--- src/hw/rtl/interpolating_resampler_mixer_core_defines.svh ---
// Assertion macros shared by the resampler RTL.
// No dependencies; include after the clock and reset names are known.
`ifndef INTERPOLATING_RESAMPLER_MIXER_CORE_DEFINES_SVH
`define INTERPOLATING_RESAMPLER_MIXER_CORE_DEFINES_SVH

// Check a property on every clock edge outside reset.
`define IRM_ASSERT(lbl, clk, rst, prop, msg) \
  lbl: assert property (@(posedge clk) disable iff (rst) (prop)) else $error(msg);

// Check that a condition is followed by a consequence in the next cycle.
`define IRM_ASSERT_NEXT(lbl, clk, rst, ante, cons, msg) \
  lbl: assert property (@(posedge clk) disable iff (rst) (ante) |=> (cons)) else $error(msg);

`endif

--- src/hw/rtl/irm_pkg.sv ---
// Shared types and constants of the interpolating resampler mixer.
// No dependencies; compiled before every other RTL file.
`default_nettype none

package irm_pkg;

  // Field and register widths
  localparam int SAMPLE_W   = 16;
  localparam int RATE_W     = 19;
  localparam int GAIN_W     = 8;
  localparam int FRAC_W     = 16;
  localparam int PHASE_W    = 20;
  localparam int CFG_IDX_W  = 8;
  localparam int CFG_DATA_W = 32;

  // Default cap on results per source sample
  localparam int MAX_UPSAMPLE_DEF = 16;

  // 1.0 in 4.16 phase
  localparam logic [PHASE_W-1:0] ONE_Q16 = PHASE_W'(65536);

  // Register reset values
  localparam logic [RATE_W-1:0] RATE_STEP_RST = RATE_W'(65536);
  localparam logic [GAIN_W-1:0] GAIN_RST      = GAIN_W'(255);

  // Register indexes
  typedef enum logic [CFG_IDX_W-1:0] {
    REG_RATE_STEP   = 8'd0,
    REG_GAIN_LEFT   = 8'd1,
    REG_GAIN_RIGHT  = 8'd2,
    REG_STEREO_MODE = 8'd3
  } reg_idx_t;

  // Sequencer states
  typedef enum logic {
    ST_IDLE,
    ST_RUN
  } state_t;

  // Control that travels with each output position down the pipeline
  typedef struct packed {
    logic valid;
    logic run_last;
    logic sound_done;
  } tag_t;

endpackage

`default_nettype wire

--- src/hw/rtl/interpolating_resampler_mixer_core.sv ---
// Top level of the linear-interpolation resampler feeding a mix bus.
// Depends on irm_pkg, irm_lane, irm_merge and the shared assertion macros.
//
// channel  direction  handshake              payload
// in       sink       in_valid / in_stall    sample_left, sample_right, restart, last_sample
// out      source     out_valid / out_stall  out_left, out_right, run_last, sound_done
// cfg      sink       cfg_valid / cfg_ready  cfg_index, cfg_data
//
// An item is taken in an idle cycle, then the sequencer issues one output position per
// cycle unless the output stalls, up to MAX_UPSAMPLE (default 16) per item; in_stall holds the input meanwhile.
// Restart and downsampled items finish in their acceptance cycle.
// Each result passes through the three lane registers and the merge output register after issue.
// A stalled output freezes the whole lane pipeline and stops the sequencer issuing positions.
// Synchronous reset clears state, phase and previous samples and presets the registers; cfg_ready is always high.
`default_nettype none
`include "interpolating_resampler_mixer_core_defines.svh"

module interpolating_resampler_mixer_core #(
  parameter int MAX_UPSAMPLE = irm_pkg::MAX_UPSAMPLE_DEF
) (
  input  wire logic                                 clk,
  input  wire logic                                 rst,
  input  wire logic                                 in_valid,
  output logic                                      in_stall,
  input  wire logic signed [irm_pkg::SAMPLE_W-1:0]   sample_left,
  input  wire logic signed [irm_pkg::SAMPLE_W-1:0]   sample_right,
  input  wire logic                                 restart,
  input  wire logic                                 last_sample,
  output logic                                      out_valid,
  input  wire logic                                 out_stall,
  output logic signed      [irm_pkg::SAMPLE_W-1:0]   out_left,
  output logic signed      [irm_pkg::SAMPLE_W-1:0]   out_right,
  output logic                                      run_last,
  output logic                                      sound_done,
  input  wire logic                                 cfg_valid,
  output logic                                      cfg_ready,
  input  wire logic        [irm_pkg::CFG_IDX_W-1:0]  cfg_index,
  input  wire logic        [irm_pkg::CFG_DATA_W-1:0] cfg_data
);
  import irm_pkg::*;

  localparam int CNT_W = (MAX_UPSAMPLE > 1) ? $clog2(MAX_UPSAMPLE) : 1;
  localparam logic [CNT_W-1:0] CNT_LAST = CNT_W'(MAX_UPSAMPLE - 1);

  // Configuration registers
  logic [RATE_W-1:0] rate_step;
  logic [GAIN_W-1:0] gain_left;
  logic [GAIN_W-1:0] gain_right;
  logic              stereo_mode;

  // Sequencer state
  state_t state;
  state_t state_next;
  logic [PHASE_W-1:0] phase;
  logic [CNT_W-1:0]   count;
  logic signed [SAMPLE_W-1:0] prev_left;
  logic signed [SAMPLE_W-1:0] prev_right;
  logic signed [SAMPLE_W-1:0] cur_left;
  logic signed [SAMPLE_W-1:0] cur_right;
  logic done;

  // Tag pipeline beside the lanes
  tag_t tag1;
  tag_t tag2;
  tag_t tag3;

  logic accept;
  logic adv;
  logic issue;
  logic issue_last;
  logic cnt_last;
  logic sum_wraps;
  logic [PHASE_W-1:0] phase_sum;
  logic [PHASE_W-1:0] phase_dec;
  logic [PHASE_W-1:0] sum_dec;
  logic signed [SAMPLE_W-1:0] res_left;
  logic signed [SAMPLE_W-1:0] res_right;

  assign cfg_ready = 1'b1;
  assign in_stall  = (state != ST_IDLE);
  assign accept    = in_valid && !in_stall;
  assign adv       = !(out_valid && out_stall);

  // Phase arithmetic for the current position
  assign phase_sum  = phase + {1'b0, rate_step};
  assign phase_dec  = phase - ONE_Q16;
  assign sum_dec    = phase_sum - ONE_Q16;
  assign sum_wraps  = (phase_sum >= ONE_Q16);
  assign cnt_last   = (count == CNT_LAST);
  assign issue      = (state == ST_RUN) && adv;
  assign issue_last = sum_wraps || cnt_last;

  // Configuration writes
  always_ff @(posedge clk) begin
    if (rst) begin
      rate_step   <= RATE_STEP_RST;
      gain_left   <= GAIN_RST;
      gain_right  <= GAIN_RST;
      stereo_mode <= 1'b1;
    end else if (cfg_valid && cfg_ready) begin
      case (cfg_index)
        REG_RATE_STEP:   rate_step   <= cfg_data[RATE_W-1:0];
        REG_GAIN_LEFT:   gain_left   <= cfg_data[GAIN_W-1:0];
        REG_GAIN_RIGHT:  gain_right  <= cfg_data[GAIN_W-1:0];
        REG_STEREO_MODE: stereo_mode <= cfg_data[0];
        default: ;
      endcase
    end
  end

  // State register
  always_ff @(posedge clk) begin
    if (rst) begin
      state <= ST_IDLE;
    end else begin
      state <= state_next;
    end
  end

  // Next state: run only when the new sample leaves a position to emit
  always_comb begin
    state_next = state;
    case (state)
      ST_IDLE: begin
        if (accept && !restart && (phase < ONE_Q16)) begin
          state_next = ST_RUN;
        end
      end
      ST_RUN: begin
        if (issue && issue_last) begin
          state_next = ST_IDLE;
        end
      end
      default: state_next = ST_IDLE;
    endcase
  end

  // Phase, count and sample history
  always_ff @(posedge clk) begin
    if (rst) begin
      phase      <= '0;
      count      <= '0;
      prev_left  <= '0;
      prev_right <= '0;
    end else if (accept) begin
      if (restart) begin
        prev_left  <= sample_left;
        prev_right <= sample_right;
        phase      <= '0;
      end else if (phase >= ONE_Q16) begin
        prev_left  <= sample_left;
        prev_right <= sample_right;
        phase      <= {1'b0, phase_dec[RATE_W-1:0]};
      end else begin
        count <= '0;
      end
    end else if (issue) begin
      if (issue_last) begin
        prev_left  <= cur_left;
        prev_right <= cur_right;
        phase      <= sum_wraps ? {1'b0, sum_dec[RATE_W-1:0]} : '0;
      end else begin
        phase <= phase_sum;
        count <= count + 1'b1;
      end
    end
  end

  // Capture the new sample pair and last flag of every accepted item
  always_ff @(posedge clk) begin
    if (accept) begin
      cur_left  <= sample_left;
      cur_right <= sample_right;
      done      <= last_sample;
    end
  end

  // Advance the tags with the lanes
  always_ff @(posedge clk) begin
    if (rst) begin
      tag1 <= '0;
      tag2 <= '0;
      tag3 <= '0;
    end else if (adv) begin
      tag1 <= '{valid: issue, run_last: issue_last, sound_done: done};
      tag2 <= tag1;
      tag3 <= tag2;
    end
  end

  irm_lane u_lane_left (
    .clk  (clk),
    .en   (adv),
    .prev (prev_left),
    .cur  (cur_left),
    .frac (phase[FRAC_W-1:0]),
    .gain (gain_left),
    .res  (res_left)
  );

  irm_lane u_lane_right (
    .clk  (clk),
    .en   (adv),
    .prev (prev_right),
    .cur  (cur_right),
    .frac (phase[FRAC_W-1:0]),
    .gain (gain_right),
    .res  (res_right)
  );

  irm_merge u_merge (
    .clk        (clk),
    .rst        (rst),
    .en         (adv),
    .tag_in     (tag3),
    .stereo     (stereo_mode),
    .left_res   (res_left),
    .right_res  (res_right),
    .out_valid  (out_valid),
    .out_left   (out_left),
    .out_right  (out_right),
    .run_last   (run_last),
    .sound_done (sound_done)
  );

  // Sequencer and pipeline checks
  `IRM_ASSERT(a_run_phase, clk, rst, (state == ST_RUN) |-> (phase < ONE_Q16), "phase reached 1.0 while running")
  `IRM_ASSERT(a_idle_phase, clk, rst, (state == ST_IDLE) |-> (phase[PHASE_W-1] == 1'b0), "idle phase overflow")
  `IRM_ASSERT_NEXT(a_count_step, clk, rst, issue && !issue_last, count == $past(count) + 1'b1, "count did not advance")
  `IRM_ASSERT_NEXT(a_stall_hold, clk, rst, out_valid && out_stall, $stable(tag3) && out_valid, "pipeline moved under stall")

endmodule

`default_nettype wire

--- src/hw/rtl/irm_lane.sv ---
// One interpolation lane: (new - prev) * frac, add prev, multiply by gain.
// Depends on irm_pkg for widths.
`default_nettype none

module irm_lane (
  input  wire logic                            clk,
  input  wire logic                            en,
  input  wire logic signed [irm_pkg::SAMPLE_W-1:0] prev,
  input  wire logic signed [irm_pkg::SAMPLE_W-1:0] cur,
  input  wire logic        [irm_pkg::FRAC_W-1:0]   frac,
  input  wire logic        [irm_pkg::GAIN_W-1:0]   gain,
  output logic signed      [irm_pkg::SAMPLE_W-1:0] res
);
  import irm_pkg::*;

  localparam int DIFF_W = SAMPLE_W + 1;
  localparam int PROD_W = 2 * DIFF_W;
  localparam int ACC_W  = SAMPLE_W + FRAC_W + 1;
  localparam int GPROD_W = ACC_W + GAIN_W + 1;

  logic signed [DIFF_W-1:0]  diff;
  logic signed [DIFF_W-1:0]  frac_s;
  logic signed [PROD_W-1:0]  s1_prod;
  logic signed [SAMPLE_W-1:0] s1_base;
  logic signed [ACC_W-1:0]   base_ext;
  logic signed [ACC_W-1:0]   s2_acc;
  logic signed [GAIN_W:0]    gain_s;
  logic signed [GPROD_W-1:0] s3_prod;

  // Operands of the multiplies and the add
  assign diff     = {cur[SAMPLE_W-1], cur} - {prev[SAMPLE_W-1], prev};
  assign frac_s   = {1'b0, frac};
  assign base_ext = {s1_base[SAMPLE_W-1], s1_base, {FRAC_W{1'b0}}};
  assign gain_s   = {1'b0, gain};

  // Three registered steps; hold all of them while the output is stalled
  always_ff @(posedge clk) begin
    if (en) begin
      s1_prod <= diff * frac_s;
      s1_base <= prev;
      s2_acc  <= base_ext + s1_prod[ACC_W-1:0];
      s3_prod <= s2_acc * gain_s;
    end
  end

  // Floor shift by 24 keeps bits 39 down to 24
  assign res = s3_prod[FRAC_W+GAIN_W+SAMPLE_W-1:FRAC_W+GAIN_W];

endmodule

`default_nettype wire

--- src/hw/rtl/irm_merge.sv ---
// Output stage: combines the two lanes into one result and registers it.
// Depends on irm_pkg for tag_t and widths.
`default_nettype none

module irm_merge (
  input  wire logic                               clk,
  input  wire logic                               rst,
  input  wire logic                               en,
  input  wire irm_pkg::tag_t                      tag_in,
  input  wire logic                               stereo,
  input  wire logic signed [irm_pkg::SAMPLE_W-1:0] left_res,
  input  wire logic signed [irm_pkg::SAMPLE_W-1:0] right_res,
  output logic                                    out_valid,
  output logic signed      [irm_pkg::SAMPLE_W-1:0] out_left,
  output logic signed      [irm_pkg::SAMPLE_W-1:0] out_right,
  output logic                                    run_last,
  output logic                                    sound_done
);
  import irm_pkg::*;

  // Valid flag of the output register
  always_ff @(posedge clk) begin
    if (rst) begin
      out_valid <= 1'b0;
    end else if (en) begin
      out_valid <= tag_in.valid;
    end
  end

  // Mono duplicates the left lane onto the right output
  always_ff @(posedge clk) begin
    if (en) begin
      out_left   <= left_res;
      out_right  <= stereo ? right_res : left_res;
      run_last   <= tag_in.run_last;
      sound_done <= tag_in.sound_done;
    end
  end

endmodule

`default_nettype wire
--- config.mk ---
export PLATFORM = sky130hd
export DESIGN_NAME = interpolating_resampler_mixer_core
export DESIGN_NICKNAME = d
export VERILOG_FILES = /design/src/hw/rtl/irm_pkg.sv /design/src/hw/rtl/interpolating_resampler_mixer_core.sv /design/src/hw/rtl/irm_lane.sv /design/src/hw/rtl/irm_merge.sv
export VERILOG_INCLUDE_DIRS = /design/src /design/src/hw/rtl
export SDC_FILE = /design/constraint.sdc
export NUM_CORES = 2
export LEC_CHECK = 0
export BUFFER_PORTS_ARGS = -buffer_cell sky130_fd_sc_hd__buf_2
export CORE_MARGIN = 2
export CORE_UTILIZATION = 55
export DETAILED_ROUTE_END_ITERATION = 8
export PLACE_DENSITY = 0.71
export SLEW_MARGIN = 15
export SYNTH_ARGS = -nofsm -noshare
export SYNTH_HDL_FRONTEND = slang
export SYNTH_HIERARCHICAL = 1
export SYNTH_SLANG_ARGS = --single-unit
--- constraint.sdc ---
create_clock -name clk -period 19.8 [get_ports clk]
set_clock_uncertainty 0.05 [all_clocks]
set_input_delay 3.96 -clock clk [delete_from_list [all_inputs] [get_ports clk]]
set_output_delay 3.96 -clock clk [all_outputs]
set_load 0.005 [all_outputs]
After elaboration in Yosys (flattened, before gate mapping)
Cells that the tools add are included.

operators by class
  add/subtract/negate cells = 8
  mux-type cells = 25
  equal/unequal tests = 8
  multipliers = 4
  order comparisons = 3
  bitwise operators = 1
  reductions and logical operators = 20

operator list
  operator                                                              count
  two-way mux 16 bit                                                    11
  two-way mux 20 bit                                                    5
  multiplier 33 x 9 -> 40 bit                                           2
  adder 33 bit                                                          2
  multiplier 17 x 17 -> 33 bit                                          2
  greater-or-equal comparator 20 x 17 -> 1 bit (second input constant)  2
  subtractor 19 x 17 -> 19 bit (second input constant)                  2
  subtractor 16 x 16 -> 17 bit                                          2
  adder 20 x 19 -> 20 bit                                               1
  < comparator 20 x 17 -> 1 bit (second input constant)                 1
  two-way mux 4 bit                                                     5
  two-way mux 19 bit                                                    1
  equality test 8 x 2 -> 1 bit (second input constant)                  2
  AND reduction 2 bit                                                   5
  equality test 8 x 1 -> 1 bit (second input constant)                  1
  zero test 8 bit                                                       1
  logical AND 1 bit                                                     6
  inequality test 2 bit (second input constant)                         3
  adder 4 x 1 -> 4 bit (second input constant)                          1
  equality test 4 bit (second input constant)                           1
  AND reduction 4 bit                                                   1
  nonzero test 2 bit                                                    2
  zero test 1 bit                                                       3
  inequality test 3 x 2 -> 1 bit (second input constant)                1
  5 further kinds                                                       6

word-level totals
  word-level logic and storage cells = 103
  register bits after elaboration = 414

Depth between registers and ports, before layout
  depth after elaboration = 6
  gate-level depth with buffers = 36
  gate-level depth less buffers = 36

Cells and area by module
Netlist, hierarchy kept.

by module, submodules not included
  module                              cells an instance  seq. area each (um^2)  times used  area each (um^2)
  irm_lane at u_lane_right            2,572              2,942.8                1           23,949.2
  irm_lane at u_lane_left             2,383              2,942.8                1           22,820.6
  interpolating_resampler_mixer_core  631                3,032.9                1           6,197.2
  irm_merge                           55                 1,041.0                1           1,303.8

Worst setup path after synthesis
OpenSTA, ideal clock, no wires.

  kind = input to register
  from = in out_stall
  to = reg u_merge.out_valid
  path buffers = 2
  stages = 6
  setup time = 0.139 ns
  setup slack = 8.169 ns
  required time = 19.611 ns
  data arrival time = 11.443 ns
  cells stage by stage = and2_1 clkbuf_1 inv_1 clkbuf_1 mux2i_1 nor2_1

between the ends
  longest elaborated chain between the ends = 1

RTL lines
  element               RTL line                                  source
  from (decl)           interpolating_resampler_mixer_core.sv:30  input wire logic out_stall,
  logical AND 1 bit     interpolating_resampler_mixer_core.sv:82  assign adv = !(out_valid && out_stall);
  to (signal assigned)  irm_merge.sv:26                           out_valid <= tag_in.valid;
  to (decl)             irm_merge.sv:13                           output logic out_valid,

No other way between the ends.
A chain may end at the register's enable or synchronous reset.

Worst setup path in the final report
  from = reg cur_left[0]
  to = reg u_lane_left.s1_prod[32], data pin

between the ends
  longest elaborated chain between the ends = 2

RTL lines
  element                       RTL line                                   source
  from (decl)                   interpolating_resampler_mixer_core.sv:58   logic signed [SAMPLE_W-1:0] cur_left;
  from (signal assigned)        interpolating_resampler_mixer_core.sv:172  cur_left <= sample_left;
  subtractor 16 x 16 -> 17 bit  irm_lane.sv:31                             assign diff = {cur[SAMPLE_W-1], cur} - {prev[SAMPLE_W-1], prev};
  multiplier 17 x 17 -> 33 bit  irm_lane.sv:39                             s1_prod <= diff * frac_s;
  to (signal assigned)          irm_lane.sv:39
  to (decl)                     irm_lane.sv:23                             logic signed [PROD_W-1:0] s1_prod;

No other way between the ends.

==> results.md <==
- Status: finished clean
- Row cnt: 115
- Fill cell count: 8455
- Final Max Slew Viols: 0
- Leakage Power: 29.4 nW
- Reg clk slew, reported paths: 60 ps
- Worst r2r path cells: 33
- Buffers on Ports: 101
- Switching share of power: 44.5%
- Post-CTS Hold Fix Bufs: 0
- Yosys top cell area share: 34.3%
- Worst reg-to-reg setup slack: 10460 ps
- Max Fclk: 0.107 GHz
- Post-Synthesis Cells: 5641
- Sequential fraction of the synthesis area: 18.4%
- Remaining global-route overflow: 0
- Nets: 7069
- Share of power burned in registers: 22.6%
- Post-synth EDFFs: 263
- Startpoint Class: flop
- GRT Util Overall: 25.7%
- # Post-CTS Setup Buffers: 0
- Avg WL per Cell: 18.1 µm
- Number of max-cap violations: 0
- Worst Setup SP: cur_left[0]
- Reg-to-Reg End: u_lane_left/s1_prod[32]
- Initial antenna violation count: 2
- Latest clock arrival within the worst-skew pair: 630 ps
- Worst Setup End Kind: flop
- Maximum VDD drop: 141 µV
- Post-synth top flop: edfxtp_1
- Crit path max fanout: 16
- Vias: 38000
- Total Routed Length: 126000 µm
- Die H: 318 µm
- Vias in the first global route: 39800
- # DRC: 0
- Post-Synthesis Net Count: 7062
- Core area: 98100 µm²
- Worst path required time: 20120 ps
- Reg-to-Reg Start: cur_left[0]
- Clk buf depth: 3
- Register bit total from synthesis: 366
- Die area: 101000 µm²
- Avg Cell Area, Syn: 9.62 µm²
- FFs w/ async S/R, synth: 0%
- Clk sinks: 366
- Pint: 0.00291 W
- Clock share of power: 15.7%
- Clock tree root buffer cell: clkbuf_16
- Mapped cell area: 54300 µm²
- Synth area leader: fa_1
- Switching pwr: 0.00233 W
- TritonCTS buffer count: 42
- Fin crit period: 9340 ps
- Post-DRT Antenna Nets: 0
- Final Hold Viols: 0
- CP dominant cell by count: fa_1
- Unique masters post-synth: 99
- Critical Path Max Stage Delay: 890 ps
- Slew HR: 17.5%
- Post-cts resize count: 0
- Detailed Routing Iterations Pass 1: 7
- CP Capture Point: u_lane_left/s1_prod[32]
- GRT busiest layer: met2
- Io pins: 116
- H-tree levels: 2
- Post-DP HPWL: 97200 µm
- Part of the cycle the worst path needs: 47.2%
- Final setup viols: 0
- Met3 Use GR: 3.46%
- DR iter-0 viols: 2411
- Initial Util: 55.3%
- Total power: 0.00524 W
- GR Layer Usage met2: 42.5%
- Post-Place Setup Slack: 10630 ps
- Fraction of layout cells with a size suffix above 1: 5.79%
- Worst-margin pin slew: 1240 ps
- Yosys warns: 6
- Hold WC Path Type: flop to flop
- Top post-synthesis cells by area: fa_1 34%, edfxtp_1 15%, ha_1 9.5%, inv_1 8.8%, and2_1 6.5%
- Die W: 318 µm
- Avg Vias per Cell: 5.45
- Final Cell Area: 57600 µm²
- Combinational share of power: 61.7%
- Worst hold slack: 359 ps
- Post-route setup slack: 10460 ps
- Met1 Resource Use GR: 35.7%
- Power per cell area: 91.0 nW/µm²
- Global-route wire length before repair: 208000 µm
- TritonCTS clock tree: done
- Instance area after placement: 56100 µm²
- Critical path class: flop to flop
- Largest net degree at the start of global routing: 119
- RSZ-0062 raised after global routing: false
- Slowest CP cell: xnor2_2
- Setup TNS Final: 0 ps
- Gpl congestion: 0.884
- P&R area growth vs syn: 6.09%
- Worst endpoint data arrival time: 9660 ps
[state kept, by name, indices dropped and copies added, names as in the netlist, 4 cells and up]
name                  count
u_lane_left/s1_prod      33
u_lane_left/s2_acc       33
u_lane_right/s1_prod     33
u_lane_right/s2_acc      33
phase                    20
rate_step                19
cur_left                 16
cur_right                16
prev_left                16
prev_right               16
u_lane_left/s1_base      16
u_lane_left/s3_prod      16
u_lane_right/s1_base     16
u_lane_right/s3_prod     16
u_merge/out_left         16
u_merge/out_right        16
gain_left                 8
gain_right                8
count                     4
[cell families after synthesis]
kind of cell | share of synthesized area, %
AND/OR/NAND/NOR | 15.6
buffers and inverters | 10.5
adder cells (fa/ha/maj) | 43.8
AO/OA/AOI/OAI | 7.03
flip-flops | 18.4
XOR/XNOR | 3.57
multiplexers | 1.12
other | 0.00691
[how the worst min path moves through the flow]
| stage | start | to | cells after the start |
|---|---|---|---|
| 6_report | u_lane_right/s1_prod[4] | u_lane_right/s2_acc[4] | 0 |
| 5_1_grt | u_lane_right/s1_prod[4] | u_lane_right/s2_acc[4] | 0 |
| 4_1_cts | u_lane_right/s1_prod[4] | u_lane_right/s2_acc[4] | 0 |
| 3_5_place_dp | u_lane_left/s1_prod[11] | u_lane_left/s2_acc[11] | 0 |
| 3_3_place_gp | u_lane_left/s1_prod[0] | u_lane_left/s2_acc[0] | 0 |
| 2_1_floorplan | u_lane_left/s1_prod[0] | u_lane_left/s2_acc[0] | 0 |
[cell type report]
class / instances / area (µm²) / share of cell area, %
diodes: 1 / 2.50 / 0.00435
clock buffers: 51 / 1110 / 1.93
clock inverters: 26 / 335 / 0.582
inverters: 1281 / 4820 / 8.36
multi-input cells: 3793 / 38800 / 67.3
flip-flops and latches: 366 / 9960 / 17.3
well taps: 1287 / 1610 / 2.80
repair buffers: 164 / 978 / 1.70
[Yosys cell counts, types with 66 or more instances]
library cell and number:
ha_1 411, fa_1 931, clkbuf_1 163, edfxtp_1 263, and2_1 566, nor2_1 151
nand2_1 584, inv_1 1279, nand3_1 66, a21oi_1 125, xnor2_1 151, dfxtp_1 103
[layout by cell type, fill, tap and decap left out, drive strengths merged, types with 16 or more instances in the layout]
cell type,synthesis,final
inv,1280,1286
nor2,151,151
mux2,16,16
a211oi,43,43
nor3,41,41
and2,569,569
a21o,55,55
fa,931,931
o311ai,19,19
buf,38,164
or3,23,23
xnor2,154,154
nand2,584,584
and3,51,51
a311oi,17,17
ha,411,411
nor2b,57,57
o21a,17,17
nand2b,34,34
clkbuf,163,51
o21ai,73,73
a221oi,33,33
xor2,63,63
nor4,17,17
a21oi,133,133
mux2i,39,39
a22o,17,17
nand3,66,66
dfxtp,103,103
edfxtp,263,263
[power groups by stage]
stage | clock network (W) | logic [W] | registers (W)
after floorplan | 0 | 0.00239 | 0.00116
after global placement | 0 | 0.00312 | 0.00120
after detailed placement | 0 | 0.00320 | 0.00120
after CTS | 0.000845 | 0.00323 | 0.00119
after global routing | 0.000873 | 0.00365 | 0.00120
final | 0.000825 | 0.00323 | 0.00118
[through the flow]
stage	util, %	std cells
finish	58.7	6969
floorplan	-	5641
global placement	57.2	6891
global route	58.7	6968
CTS	58.7	6968
detailed placement	57.2	6891
[worst max-delay path, delay by kind of cell, from the launching register on]
kind | cells | cell delay [ps]
simple gates | 8 | 1300
flops | 1 | 350
compound gates | 9 | 2300
fa+ha+maj | 9 | 3810
buf+inv | 5 | 330
xor+xnor | 2 | 980
[routing by layer]
layer / wire length (µm) / up-vias
met5: 13 / -
met4: 3400 / 2
met3: 7490 / 196
met2: 59400 / 1076
met1: 55800 / 19300
li1: - / 17400
Note: power is estimated with default switching activity, not from simulation.
